==> config.mk <==
export PLATFORM = sky130hd
export DESIGN_NAME = permutation_cycle_color_count
export DESIGN_NICKNAME = d
export VERILOG_FILES = /design/src/rtl/pcc_pkg.sv /design/src/rtl/pcc_fifo.sv /design/src/rtl/pcc_front.sv /design/src/rtl/pcc_back.sv /design/src/rtl/permutation_cycle_color_count.sv
export VERILOG_INCLUDE_DIRS = /design/src /design/src/rtl
export SDC_FILE = /design/constraint.sdc
export NUM_CORES = 2
export LEC_CHECK = 0
export ABC_AREA = 1
export BUFFER_PORTS_ARGS = -buffer_cell sky130_fd_sc_hd__buf_2
export CELL_PAD_IN_SITES_DETAIL_PLACEMENT = 0
export CELL_PAD_IN_SITES_GLOBAL_PLACEMENT = 1
export CORE_MARGIN = 4
export CORE_UTILIZATION = 45
export CTS_CLUSTER_DIAMETER = 30
export CTS_CLUSTER_SIZE = 8
export DETAILED_ROUTE_END_ITERATION = 12
export PLACE_DENSITY_LB_ADDON = 0.1
export SYNTH_ARGS = -nofsm -noshare
export SYNTH_HDL_FRONTEND = slang
export SYNTH_SLANG_ARGS = --single-unit
export TNS_END_PERCENT = 30
==> constraint.sdc <==
create_clock -name clk -period 5.3 [get_ports clk]
set_clock_uncertainty 0.2 [all_clocks]
set_input_delay 0 -clock clk [delete_from_list [all_inputs] [get_ports clk]]
set_output_delay 0 -clock clk [all_outputs]
set_load 0.01 [all_outputs]
==> src/rtl/assert_macros.svh <==
// assertion helpers, compiled out with NO_ASSERTIONS
`ifndef ASSERT_MACROS_SVH
`define ASSERT_MACROS_SVH
`ifndef NO_ASSERTIONS
`define PCC_ASSERT_IMPL(lbl, clk, rst_n, ante, cons) \
  lbl: assert property (@(posedge clk) disable iff (!rst_n) (ante) |-> (cons)) \
    else $error("pcc assertion failed");
`define PCC_ASSERT_NEXT(lbl, clk, rst_n, ante, cons) \
  lbl: assert property (@(posedge clk) disable iff (!rst_n) (ante) |=> (cons)) \
    else $error("pcc assertion failed");
`else
`define PCC_ASSERT_IMPL(lbl, clk, rst_n, ante, cons)
`define PCC_ASSERT_NEXT(lbl, clk, rst_n, ante, cons)
`endif
`endif

==> src/rtl/pcc_pkg.sv <==
package pcc_pkg;

  localparam int TGT_W       = 6;
  localparam int TGT_N       = 64;
  localparam int ZCNT_W      = 7;
  localparam int IN_Q_DEPTH  = 2;
  localparam int OUT_Q_DEPTH = 4;
  localparam int IQ_LVL_W    = $clog2(IN_Q_DEPTH) + 1;
  localparam int OQ_LVL_W    = $clog2(OUT_Q_DEPTH) + 1;

  typedef struct packed {
    logic [TGT_W-1:0] target_index;
    logic             is_zero_color;
    logic             last_element;
  } in_word_t;

  typedef struct packed {
    logic [ZCNT_W-1:0] group_zero_count;
    logic              last_result;
  } out_word_t;

  typedef struct packed {
    logic             keep;
    logic             last;
    logic             zero;
    logic [TGT_W-1:0] tgt;
  } q_word_t;

endpackage

==> src/rtl/pcc_fifo.sv <==
module pcc_fifo #(
  parameter int WIDTH = 8,
  parameter int DEPTH = 4
) (
  input  logic                       clk,
  input  logic                       rst_n,
  input  logic                       push,
  input  logic [WIDTH-1:0]           push_data,
  input  logic                       pop,
  output logic [WIDTH-1:0]           pop_data,
  output logic                       full,
  output logic                       empty,
  output logic [$clog2(DEPTH):0]     level
);

  localparam int PTR_W = $clog2(DEPTH);

  logic [WIDTH-1:0] mem_r [DEPTH];
  logic [PTR_W-1:0] wr_ptr_r;
  logic [PTR_W-1:0] rd_ptr_r;
  logic [PTR_W:0]   lvl_r;
  logic             do_push;
  logic             do_pop;

  assign full     = lvl_r == (PTR_W+1)'(DEPTH);
  assign empty    = lvl_r == '0;
  assign level    = lvl_r;
  assign pop_data = mem_r[rd_ptr_r];
  assign do_push  = push && !full;
  assign do_pop   = pop && !empty;

  always_ff @(posedge clk) begin
    if (do_push) begin
      mem_r[wr_ptr_r] <= push_data;
    end
  end

  always_ff @(posedge clk) begin
    if (!rst_n) begin
      wr_ptr_r <= '0;
      rd_ptr_r <= '0;
      lvl_r    <= '0;
    end else begin
      if (do_push) begin
        wr_ptr_r <= wr_ptr_r + PTR_W'(1);
      end
      if (do_pop) begin
        rd_ptr_r <= rd_ptr_r + PTR_W'(1);
      end
      if (do_push && !do_pop) begin
        lvl_r <= lvl_r + (PTR_W+1)'(1);
      end else if (do_pop && !do_push) begin
        lvl_r <= lvl_r - (PTR_W+1)'(1);
      end
    end
  end

endmodule

==> src/rtl/pcc_front.sv <==
module pcc_front #(
  parameter int MAX_ELEMENTS = 64
) (
  input  logic               clk,
  input  logic               rst_n,
  input  logic               in_valid,
  input  pcc_pkg::in_word_t  in_word,
  output logic               in_stall,
  output logic               q_push,
  output pcc_pkg::q_word_t   q_word,
  input  logic               q_full
);

  localparam int CNT_W = $clog2(MAX_ELEMENTS + 1);

  logic [pcc_pkg::TGT_W-1:0] mod_lut [pcc_pkg::TGT_N];
  logic [CNT_W-1:0]          f_cnt_r;
  logic                      keep;

  // target index folded into capacity
  for (genvar i = 0; i < pcc_pkg::TGT_N; i++) begin : g_mod
    assign mod_lut[i] = pcc_pkg::TGT_W'(i % MAX_ELEMENTS);
  end

  assign keep     = f_cnt_r < CNT_W'(MAX_ELEMENTS);
  assign in_stall = q_full;
  assign q_push   = in_valid && !q_full;

  always_comb begin
    q_word.keep = keep;
    q_word.last = in_word.last_element;
    q_word.zero = in_word.is_zero_color;
    q_word.tgt  = mod_lut[in_word.target_index];
  end

  always_ff @(posedge clk) begin
    if (!rst_n) begin
      f_cnt_r <= '0;
    end else if (q_push) begin
      if (in_word.last_element) begin
        f_cnt_r <= '0;
      end else if (keep) begin
        f_cnt_r <= f_cnt_r + CNT_W'(1);
      end
    end
  end

endmodule

==> src/rtl/pcc_back.sv <==
module pcc_back #(
  parameter int MAX_ELEMENTS = 64
) (
  input  logic                           clk,
  input  logic                           rst_n,
  input  logic                           q_valid,
  input  pcc_pkg::q_word_t               q_word,
  output logic                           q_pop,
  output logic                           res_push,
  output pcc_pkg::out_word_t             res_word,
  input  logic [pcc_pkg::OQ_LVL_W-1:0]   res_level
);

  localparam int IDX_W = (MAX_ELEMENTS > 1) ? $clog2(MAX_ELEMENTS) : 1;
  localparam int CNT_W = $clog2(MAX_ELEMENTS + 1);
  localparam int USE_W = pcc_pkg::OQ_LVL_W + 1;

  typedef enum logic [1:0] {S_LOAD, S_SCAN, S_STEP, S_EMIT} state_t;

  state_t                  state_r;
  logic [CNT_W-1:0]        wr_cnt_r;
  logic [CNT_W-1:0]        n_r;
  logic [IDX_W-1:0]        k_r;
  logic [IDX_W-1:0]        lead_r;
  logic [CNT_W-1:0]        acc_r;
  logic [MAX_ELEMENTS-1:0] lab_r;

  logic [IDX_W-1:0] tgt_mem [MAX_ELEMENTS];
  logic             col_mem [MAX_ELEMENTS];
  logic [IDX_W-1:0] ldr_mem [MAX_ELEMENTS];
  logic [CNT_W-1:0] cnt_mem [MAX_ELEMENTS];

  logic [IDX_W-1:0] tgt_rd_r;
  logic             col_rd_r;
  logic [IDX_W-1:0] ldr_rd_r;
  logic [CNT_W-1:0] cnt_rd_r;
  logic             s1_v_r;
  logic             s1_last_r;
  logic             s2_v_r;
  logic             s2_last_r;

  logic             k_last;
  logic [CNT_W-1:0] acc_sum;
  logic             stop;
  logic [IDX_W-1:0] rd_addr;
  logic             ld_we;
  logic             lw_en;
  logic [IDX_W-1:0] lw_data;
  logic             cw_en;
  logic [USE_W-1:0] used;
  logic             issue;

  assign k_last  = (CNT_W'(k_r) + CNT_W'(1)) == n_r;
  assign acc_sum = acc_r + CNT_W'(col_rd_r);
  assign stop    = (CNT_W'(tgt_rd_r) >= n_r) || lab_r[tgt_rd_r];
  assign rd_addr = (state_r == S_SCAN) ? k_r : tgt_rd_r;
  assign q_pop   = (state_r == S_LOAD) && q_valid;
  assign ld_we   = q_pop && q_word.keep;
  assign lw_en   = ((state_r == S_SCAN) && !lab_r[k_r]) || ((state_r == S_STEP) && !stop);
  assign lw_data = (state_r == S_SCAN) ? k_r : lead_r;
  assign cw_en   = (state_r == S_STEP) && stop;

  // results in flight are counted against free space in the output queue
  assign used  = USE_W'(res_level) + USE_W'(s1_v_r) + USE_W'(s2_v_r);
  assign issue = (state_r == S_EMIT) && (used < USE_W'(pcc_pkg::OUT_Q_DEPTH));

  assign res_push                  = s2_v_r;
  assign res_word.group_zero_count = pcc_pkg::ZCNT_W'(cnt_rd_r);
  assign res_word.last_result      = s2_last_r;

  always_ff @(posedge clk) begin
    if (ld_we) begin
      tgt_mem[wr_cnt_r[IDX_W-1:0]] <= q_word.tgt[IDX_W-1:0];
      col_mem[wr_cnt_r[IDX_W-1:0]] <= q_word.zero;
    end
    tgt_rd_r <= tgt_mem[rd_addr];
    col_rd_r <= col_mem[rd_addr];
  end

  always_ff @(posedge clk) begin
    if (lw_en) begin
      ldr_mem[rd_addr] <= lw_data;
    end
    ldr_rd_r <= ldr_mem[k_r];
  end

  always_ff @(posedge clk) begin
    if (cw_en) begin
      cnt_mem[lead_r] <= acc_sum;
    end
    cnt_rd_r <= cnt_mem[ldr_rd_r];
  end

  always_ff @(posedge clk) begin
    if (!rst_n) begin
      state_r  <= S_LOAD;
      wr_cnt_r <= '0;
      lab_r    <= '0;
      s1_v_r   <= 1'b0;
      s2_v_r   <= 1'b0;
    end else begin
      s1_v_r    <= issue;
      s1_last_r <= k_last;
      s2_v_r    <= s1_v_r;
      s2_last_r <= s1_last_r;
      unique case (state_r)
        S_LOAD: begin
          if (q_pop) begin
            if (q_word.keep) begin
              wr_cnt_r <= wr_cnt_r + CNT_W'(1);
            end
            if (q_word.last) begin
              n_r     <= wr_cnt_r + CNT_W'(q_word.keep);
              k_r     <= '0;
              state_r <= S_SCAN;
            end
          end
        end
        S_SCAN: begin
          if (lab_r[k_r]) begin
            if (k_last) begin
              k_r     <= '0;
              state_r <= S_EMIT;
            end else begin
              k_r <= k_r + IDX_W'(1);
            end
          end else begin
            lab_r[k_r] <= 1'b1;
            lead_r     <= k_r;
            acc_r      <= '0;
            state_r    <= S_STEP;
          end
        end
        S_STEP: begin
          if (stop) begin
            if (k_last) begin
              k_r     <= '0;
              state_r <= S_EMIT;
            end else begin
              k_r     <= k_r + IDX_W'(1);
              state_r <= S_SCAN;
            end
          end else begin
            lab_r[tgt_rd_r] <= 1'b1;
            acc_r           <= acc_sum;
          end
        end
        S_EMIT: begin
          if (issue) begin
            if (k_last) begin
              wr_cnt_r <= '0;
              lab_r    <= '0;
              state_r  <= S_LOAD;
            end else begin
              k_r <= k_r + IDX_W'(1);
            end
          end
        end
        default: state_r <= S_LOAD;
      endcase
    end
  end

endmodule

==> src/rtl/permutation_cycle_color_count.sv <==
// loading: one element per cycle through a two-entry queue, stalled while the queue is full
// grouping, after the last element: each index is scanned and each unlabeled one is followed
//   along its cycle, labeling elements, bounded by the single read port of the target store
// results: one per cycle while the output queue has room, via the leader and count stores
// reset: synchronous, active low; clears queues, labels and sequencer, stores keep contents
`include "assert_macros.svh"

module permutation_cycle_color_count #(
  parameter int MAX_ELEMENTS = 64
) (
  input  logic                clk,
  input  logic                rst_n,
  input  logic                in_valid,
  input  pcc_pkg::in_word_t   in_word,
  output logic                in_stall,
  output logic                out_valid,
  input  logic                out_stall,
  output pcc_pkg::out_word_t  out_word
);

  pcc_pkg::q_word_t                  iq_in;
  pcc_pkg::q_word_t                  iq_out;
  logic                              iq_push;
  logic                              iq_full;
  logic                              iq_empty;
  logic [pcc_pkg::IQ_LVL_W-1:0]      iq_level;
  logic                              q_pop;
  logic                              res_push;
  pcc_pkg::out_word_t                res_word;
  logic [$bits(pcc_pkg::out_word_t)-1:0] oq_data;
  logic                              oq_full;
  logic                              oq_empty;
  logic                              oq_pop;
  logic [pcc_pkg::OQ_LVL_W-1:0]      oq_level;

  pcc_front #(.MAX_ELEMENTS(MAX_ELEMENTS)) u_front (
    .clk      (clk),
    .rst_n    (rst_n),
    .in_valid (in_valid),
    .in_word  (in_word),
    .in_stall (in_stall),
    .q_push   (iq_push),
    .q_word   (iq_in),
    .q_full   (iq_full)
  );

  pcc_fifo #(
    .WIDTH ($bits(pcc_pkg::q_word_t)),
    .DEPTH (pcc_pkg::IN_Q_DEPTH)
  ) u_in_q (
    .clk       (clk),
    .rst_n     (rst_n),
    .push      (iq_push),
    .push_data (iq_in),
    .pop       (q_pop),
    .pop_data  (iq_out),
    .full      (iq_full),
    .empty     (iq_empty),
    .level     (iq_level)
  );

  pcc_back #(.MAX_ELEMENTS(MAX_ELEMENTS)) u_back (
    .clk       (clk),
    .rst_n     (rst_n),
    .q_valid   (!iq_empty),
    .q_word    (iq_out),
    .q_pop     (q_pop),
    .res_push  (res_push),
    .res_word  (res_word),
    .res_level (oq_level)
  );

  pcc_fifo #(
    .WIDTH ($bits(pcc_pkg::out_word_t)),
    .DEPTH (pcc_pkg::OUT_Q_DEPTH)
  ) u_out_q (
    .clk       (clk),
    .rst_n     (rst_n),
    .push      (res_push),
    .push_data (res_word),
    .pop       (oq_pop),
    .pop_data  (oq_data),
    .full      (oq_full),
    .empty     (oq_empty),
    .level     (oq_level)
  );

  assign out_valid = !oq_empty;
  assign oq_pop    = out_valid && !out_stall;
  assign out_word  = pcc_pkg::out_word_t'(oq_data);

  `PCC_ASSERT_IMPL(a_no_result_overflow, clk, rst_n, res_push, !oq_full || oq_pop)
  `PCC_ASSERT_IMPL(a_pop_needs_word, clk, rst_n, q_pop, !iq_empty)
  `PCC_ASSERT_NEXT(a_push_lands, clk, rst_n, iq_push && iq_empty, !iq_empty)
  `PCC_ASSERT_IMPL(a_in_q_level, clk, rst_n, iq_empty, iq_level == '0)

endmodule
# --- After elaboration in Yosys (flattened, before gate mapping) ---
# Memory sizes are Yosys's and may differ from the RTL's. A register that Yosys moved wholly into a read port is not among the register bits.
# Cells that the tools add are included.
word_totals:
  register_bits: 121
  ram_bits: 1330
  mem_bits_ro: 384
  in_bits: 12
  output_inout_bits: 10
  elab_cells: 180
  mem_count: 7
mem_list:
  columns: ["memory", "words", "word_bits", "read_ports", "rd_clocked_by_memory_dff", "write_ports", "line", "rtl"]
  rows:
  - ["u_back.cnt_mem", 64, 7, 1, 1, 1, "pcc_back.sv:31", "logic [CNT_W-1:0] cnt_mem [MAX_ELEMENTS];"]
  - ["(name not given)", 64, 6, 1, 0, 0, "pcc_front.sv:33", "q_word.tgt = mod_lut[in_word.target_index];"]
  - ["u_back.ldr_mem", 64, 6, 1, 1, 1, "pcc_back.sv:30", "logic [IDX_W-1:0] ldr_mem [MAX_ELEMENTS];"]
  - ["u_back.tgt_mem", 64, 6, 1, 1, 1, "pcc_back.sv:28", "logic [IDX_W-1:0] tgt_mem [MAX_ELEMENTS];"]
  - ["u_back.col_mem", 64, 1, 1, 1, 1, "pcc_back.sv:29", "logic col_mem [MAX_ELEMENTS];"]
  - ["u_out_q.mem_r", 4, 8, 1, 1, 1, "pcc_fifo.sv:18", "logic [WIDTH-1:0] mem_r [DEPTH];"]
  - ["1 more memories", null, null, null, null, null, null, null]
op_classes:
  addsub: 16
  order_cmp: 8
  eq_ne: 17
  muxes: 62
  bitwise: 4
  n_reduce_logical: 48
op_table:
  columns: ["op", "n"]
  rows:
  - ["64-bit 2-to-1 mux", 4]
  - ["64-bit one-hot mux with 3 select lines", 1]
  - ["64-bit OR", 2]
  - ["6-bit 2-to-1 mux", 11]
  - ["7-bit 2-to-1 mux", 8]
  - ["7-bit one-hot mux with 2 select lines", 2]
  - ["2-bit 2-to-1 mux", 12]
  - ["6-bit one-hot mux with 4 select lines", 1]
  - ["1-bit logical AND", 18]
  - ["1-bit 2-to-1 mux", 16]
  - ["7-bit by 1-bit adder with 7-bit output", 2]
  - ["7-bit by 1-bit adder with 7-bit output (second input constant)", 2]
  - ["6-bit by 7-bit < comparator with 1-bit output (second input constant)", 2]
  - ["1-bit binary-select mux with 6-bit select", 2]
  - ["1-bit demux with 6-bit select", 2]
  - ["6-bit by 1-bit greater-or-equal comparator with 1-bit output (second input constant)", 2]
  - ["1-bit logical NOT", 11]
  - ["2-bit by 1-bit inequality test with 1-bit output (second input constant)", 5]
  - ["2-bit inequality test (second input constant)", 5]
  - ["5-bit AND reduction", 2]
  - ["2-bit nonzero test", 5]
  - ["2-bit one-hot mux with 4 select lines", 1]
  - ["4-bit AND reduction", 2]
  - ["6-bit by 1-bit adder with 7-bit output (second input constant)", 1]
  - ["other kinds (28)", 36]

# --- Logic depth before layout (Yosys ltp) ---
depth:
  ltp_word: 8
  ltp_mapped: 18
  ltp_nobuf: 16

# --- By module ---
# Synthesis repeated with hierarchy kept, for this count alone.
unflattened:
  hier_cells: 5025
  area_unflattened_um2: 60295.3
modules_own_cells:
  columns: ["module", "instances", "cells_per_inst", "area_per_inst_um2", "seq_area_each_um2"]
  rows:
  - ["pcc_back", 1, 4743, 57244.9, 41179.5]
  - ["pcc_fifo (u_out_q)", 1, 146, 1685.4, 1141.1]
  - ["pcc_fifo (u_in_q)", 1, 66, 902.1, 640.6]
  - ["pcc_front", 1, 67, 451.7, 140.1]
  - ["permutation_cycle_color_count", 1, 3, 11.3, 0.0]

# --- Least setup slack after synthesis ---
# No wires, ideal clock.
synth_path:
  path_type: "reg2reg"
  start: "register u_back.state_r[1]"
  end: "memory u_back.ldr_mem[0][2] (netlist bit), data pin"
  setup_time_ns: 0.702
  arrival_time_ns: 3.618
  required_ns: 4.398
  path_slack_ns: 0.779
  path_stages_with_launch: 6
  n_path_buf: 2
  period_less_slack_ns: 4.521
  path_cell_list: "dfxtp_1 -> inv_1 -> ha_1 -> buf_4 -> buf_2 -> o21ai_0"
synth_via:
  elab_chain_len: 2
synth_rtl:
  columns: ["item", "line", "rtl"]
  rows:
  - ["start, declared", "pcc_back.sv:20", "state_t state_r;"]
  - ["start signal, assigned", "pcc_back.sv:96", "state_r <= S_LOAD;"]
  - ["start signal, assigned", "pcc_back.sv:115", "state_r <= S_SCAN;"]
  - ["start signal, assigned", "pcc_back.sv:123", "state_r <= S_EMIT;"]
  - ["2-bit by 1-bit equality test with 1-bit output", "pcc_back.sv:60", "assign lw_data = (state_r == S_SCAN) ? k_r : lead_r;"]
  - ["6-bit 2-to-1 mux", "pcc_back.sv:60", null]
  - ["via u_back.lw_data[2]", "pcc_back.sv:48", "logic [IDX_W-1:0] lw_data;"]
  - ["end, declared", "pcc_back.sv:30", null]
# The timed path passes the listed nets, and every way through them passes these cells.

# --- Worst setup path in the final report ---
layout_path:
  start: "register u_back.state_r[1]"
  end: "memory u_back.ldr_mem[57][4] (netlist bit), enable pin"
layout_via:
  elab_chain_len: 5
  elab_cells_between_ends: 8
  cone_classes: "2 x eq/ne; 3 x mux; 3 x reduce/logical"
layout_rtl:
  columns: ["item", "line", "rtl"]
  rows:
  - ["2-bit by 1-bit equality test with 1-bit output / 2-bit equality test (equally long branches)", "pcc_back.sv:56, pcc_back.sv:59", null]
  - ["1-bit logical AND", "pcc_back.sv:59", "assign lw_en = ((state_r == S_SCAN) && !lab_r[k_r]) || ((state_r == S_STEP) && !stop);"]
  - ["1-bit logical OR", "pcc_back.sv:59", null]
  - ["1-bit 2-to-1 mux", "pcc_back.sv:81", "if (lw_en) begin"]
  - ["1-bit 2-to-1 mux (implied by the code)", "pcc_back.sv:82", "ldr_mem[rd_addr] <= lw_data;"]
# Several ways; a longest one is shown, not always the timed one.

==> results.toml <==
[placement]
place_hpwl_um = 108700
place_congestion = 0.8306
placed_cell_area_mm2 = 0.06206
pre_cts_slack_ps = 901.4
io_buffers = 21

[yosys]
ys_seq_area_frac = 0.7179
synth_xor_area_frac = 0.001459
synth_top_flop_cell = "edfxtp_1"
synth.mux.area_fraction = 0.001688
yosys_warnings = 0
synth_cells = 4905
ys_seq_elements = 1474
synth_top_family_by_area = "simple AND/OR/NAND/NOR gates"
synth.top_cell.area_share = 0.6793
synth_cell_type_count = 58
synthTopCellsByArea = "edfxtp_1, nand2_1, dfxtp_1, nor2_1, o21ai_0"
netlist_area_mm2 = 0.06004
synth_simple_gate_area_frac = 0.1247
postSynthAreaPerCell_um2 = 12.24
synthAdderAreaFrac = 0.005544
synthArstFlopShare = 0
yosysTopAreaCell = "edfxtp_1"
syn_nets = 4943
synth_edf_count = 1358
synth_compound_area_frac = 0.1087

[sta]
min_period_ps = 4398
drv_slew = 0
tightest_slew_ps = 1075
fin_tns_setup_ps = 0
rsz0062_at_grt = "no"
fin_crit_sh = 0.8298
hold_viol_final = 0
setup_viol = 0
setup_ws_ps = 902.2
fmax_ghz = 0.2274
whs_ps = 207.5
relSlewSlack = 0.2811

[global_route]
gr-usage-met1 = 0.3802
grtUsageMet2 = 0.3808
grt_max_degree = 119
grt_pass1_vias = 40180
grt_overflow = 0
grt_use_met3 = 0.06159
grt-busiest-layer = "met2"
grt_pass1_wl_um = 268800
grt_usage = 0.2563
antenna_found_initial = 3

[finish]
final_util = 0.5593
area_growth_pct = 22.95
diodes = 0
nNetsFinal = 5182
final_area_mm2 = 0.07381
layout-drive-gt1-share = 0.1373

[worst_hold_path]
hold_path.class = "input pin to flip-flop"

[worst_setup_path]
start_kind = "flip-flop"
cp.arrival_ps = 4680
cp_max_fo = 12
setup.worst_path.end_class = "flip-flop"
worstPathRequired_ps = 5580
criticalPathCategory = "flip-flop to flip-flop"

[floorplanning]
ios = 22
rows = 133
core_region_area_mm2 = 0.1320
initial_core_util = 0.4549
die_y_um = 373.3
dieArea_mm2 = 0.1393
chipWidth_um = 373.3

[cts]
h-tree-depth = 5
clkTransAtPathRegs_ps = 40
cts_root_buffer = "clkbuf_16"
cts-resized-gates = 0
cts_tree = "done"
cts_setup_buffers = 0
cts_max_path_buffers = 4
clk_latency_ps = 910
cts_sinks = 1474
cts_inserted_buffers = 343

[route]
drt_pass1_iterations = 6
drt_wl_total_um = 181900
drtIter0Drc = 4241
viasPerCell = 5.751
vias = 41120
drc = 0
detail-route-antenna-nets = 0
wl_per_cell_um = 25.44

[power_and_ir_drop]
clock_power_share = 0.453
p_int_mw = 31.44
swShare = 0.3187
p_per_area_mw_per_mm2 = 625.2
switchingPower_mw = 14.71
seq_power_share = 0.319
peakVddDrop_v = 0.0005949
combPwrFrac = 0.228
leakage_nw = 25.86

[job]
maxCapViolCount = 0

[status]
status = "complete, no violations"
-- layout by cell type, fill, tap and decap left out, drive strengths merged, types with 8 or more instances in the layout --
cell type,count
a21oi,114
a221oi,30
a22o,10
a22oi,216
buf,128
bufinv,54
clkbuf,396
clkinv,116
clkinvlp,36
dfxtp,116
dlygate4sd3,25
edfxtp,1358
ha,25
inv,283
mux2,9
nand2,847
nand3,104
nand4,177
nor2,575
nor3,41
o2111ai,11
o211ai,15
o21ai,440
o221ai,15
o22ai,191
or2,8
xor2,8
-- routing by layer --
| layer | vias up | share of wire |
|---|---|---|
| met5 | - | 0 |
| met4 | 0 | 0.019 |
| met3 | 272 | 0.088 |
| met2 | 1768 | 0.44 |
| met1 | 20520 | 0.45 |
| li1 | 18560 | - |
-- area by class of cell --
cell class | count | area [um^2]
clock buffers | 396 | 9032
fillers | 10940 | 58150
multi-input cells | 2883 | 14660
repair buffers | 153 | 1259
well taps | 1755 | 2196
flip-flops and latches | 1474 | 43110
inverters | 289 | 1090
clock inverters | 200 | 2466
-- registers in the layout, indices dropped and copies added (netlist names), 18 cells and up, named ones only --
| signal | count |
|---|---|
| u_back.tgt_mem | 384 |
| u_back.col_mem | 64 |
| u_out_q.mem_r | 32 |
| u_in_q.mem_r | 18 |
| u_back.cnt_mem | 448 |
| u_back.lab_r | 64 |
| u_back.ldr_mem | 384 |
-- stage by stage --
stage	std cells	total power [mW]
after floorplan	4905	20.86
after global placement	6529	25.35
after detailed placement	6529	25.36
after CTS	7150	46.36
after global routing	7150	47.96
final	7150	46.15
-- critical path, cell delays in order (launching register included) --
cell,delay (ps)
dfxtp_1,340
inv_1,140
ha_1,630
buf_4,350
nand2_1,140
o21ai_1,380
inv_1,230
nor3_2,650
inv_1,300
nor2_1,620
-- power by group through the flow --
stage / clock network (mW) / registers [mW] / logic, mW
final: 20.9 / 14.7 / 10.5
after global routing: 21.9 / 14.8 / 11.3
after CTS: 21.1 / 14.7 / 10.5
after detailed placement: 0 / 14.9 / 10.4
after global placement: 0 / 14.9 / 10.4
after floorplan: 0 / 14.7 / 6.19
-- logic make-up (layout without fill, tap and decap cells) --
family / after synthesis / after routing
multiplexers: 9 / 9
XOR/XNOR: 10 / 10
AND/OR/NAND/NOR: 1766 / 1766
adder cells (fa/ha/maj): 26 / 26
flip-flops: 1474 / 1474
buffers and inverters: 548 / 1038
AO/OA/AOI/OAI: 1072 / 1072
-- synthesized netlist by cell type (all sizes together) (9+ instances only) --
library cell / number
a21oi: 114
a221oi: 30
a22o: 10
a22oi: 216
buf: 119
clkbuf: 139
clkinv: 10
dfxtp: 116
edfxtp: 1358
ha: 25
inv: 279
mux2: 9
nand2: 847
nand3: 104
nand4: 177
nor2: 575
nor3: 41
o2111ai: 11
o211ai: 15
o21ai: 440
o221ai: 15
o22ai: 191
-- worst paths after layout --
check                                  startpoint                     to  slack (ps)  cells after the start
worst max-delay path            u_back.state_r[1]  u_back.ldr_mem[57][4]         900                      9
worst min-delay path                   in_word[4]     u_in_q.mem_r[1][2]         210                      3
worst max register to register  u_back.state_r[1]  u_back.ldr_mem[57][4]         900                      9
worst min register to register    u_in_q.rd_ptr_r        u_in_q.rd_ptr_r         250                      1
-- timing repair --
item | 4_1_cts | 5_1_grt
endpoints found under the hold margin | 61 | 0
hold buffers | 25 | 0
setup endpoints to repair | 0 | 0
Power figures use the tool's default switching activity.
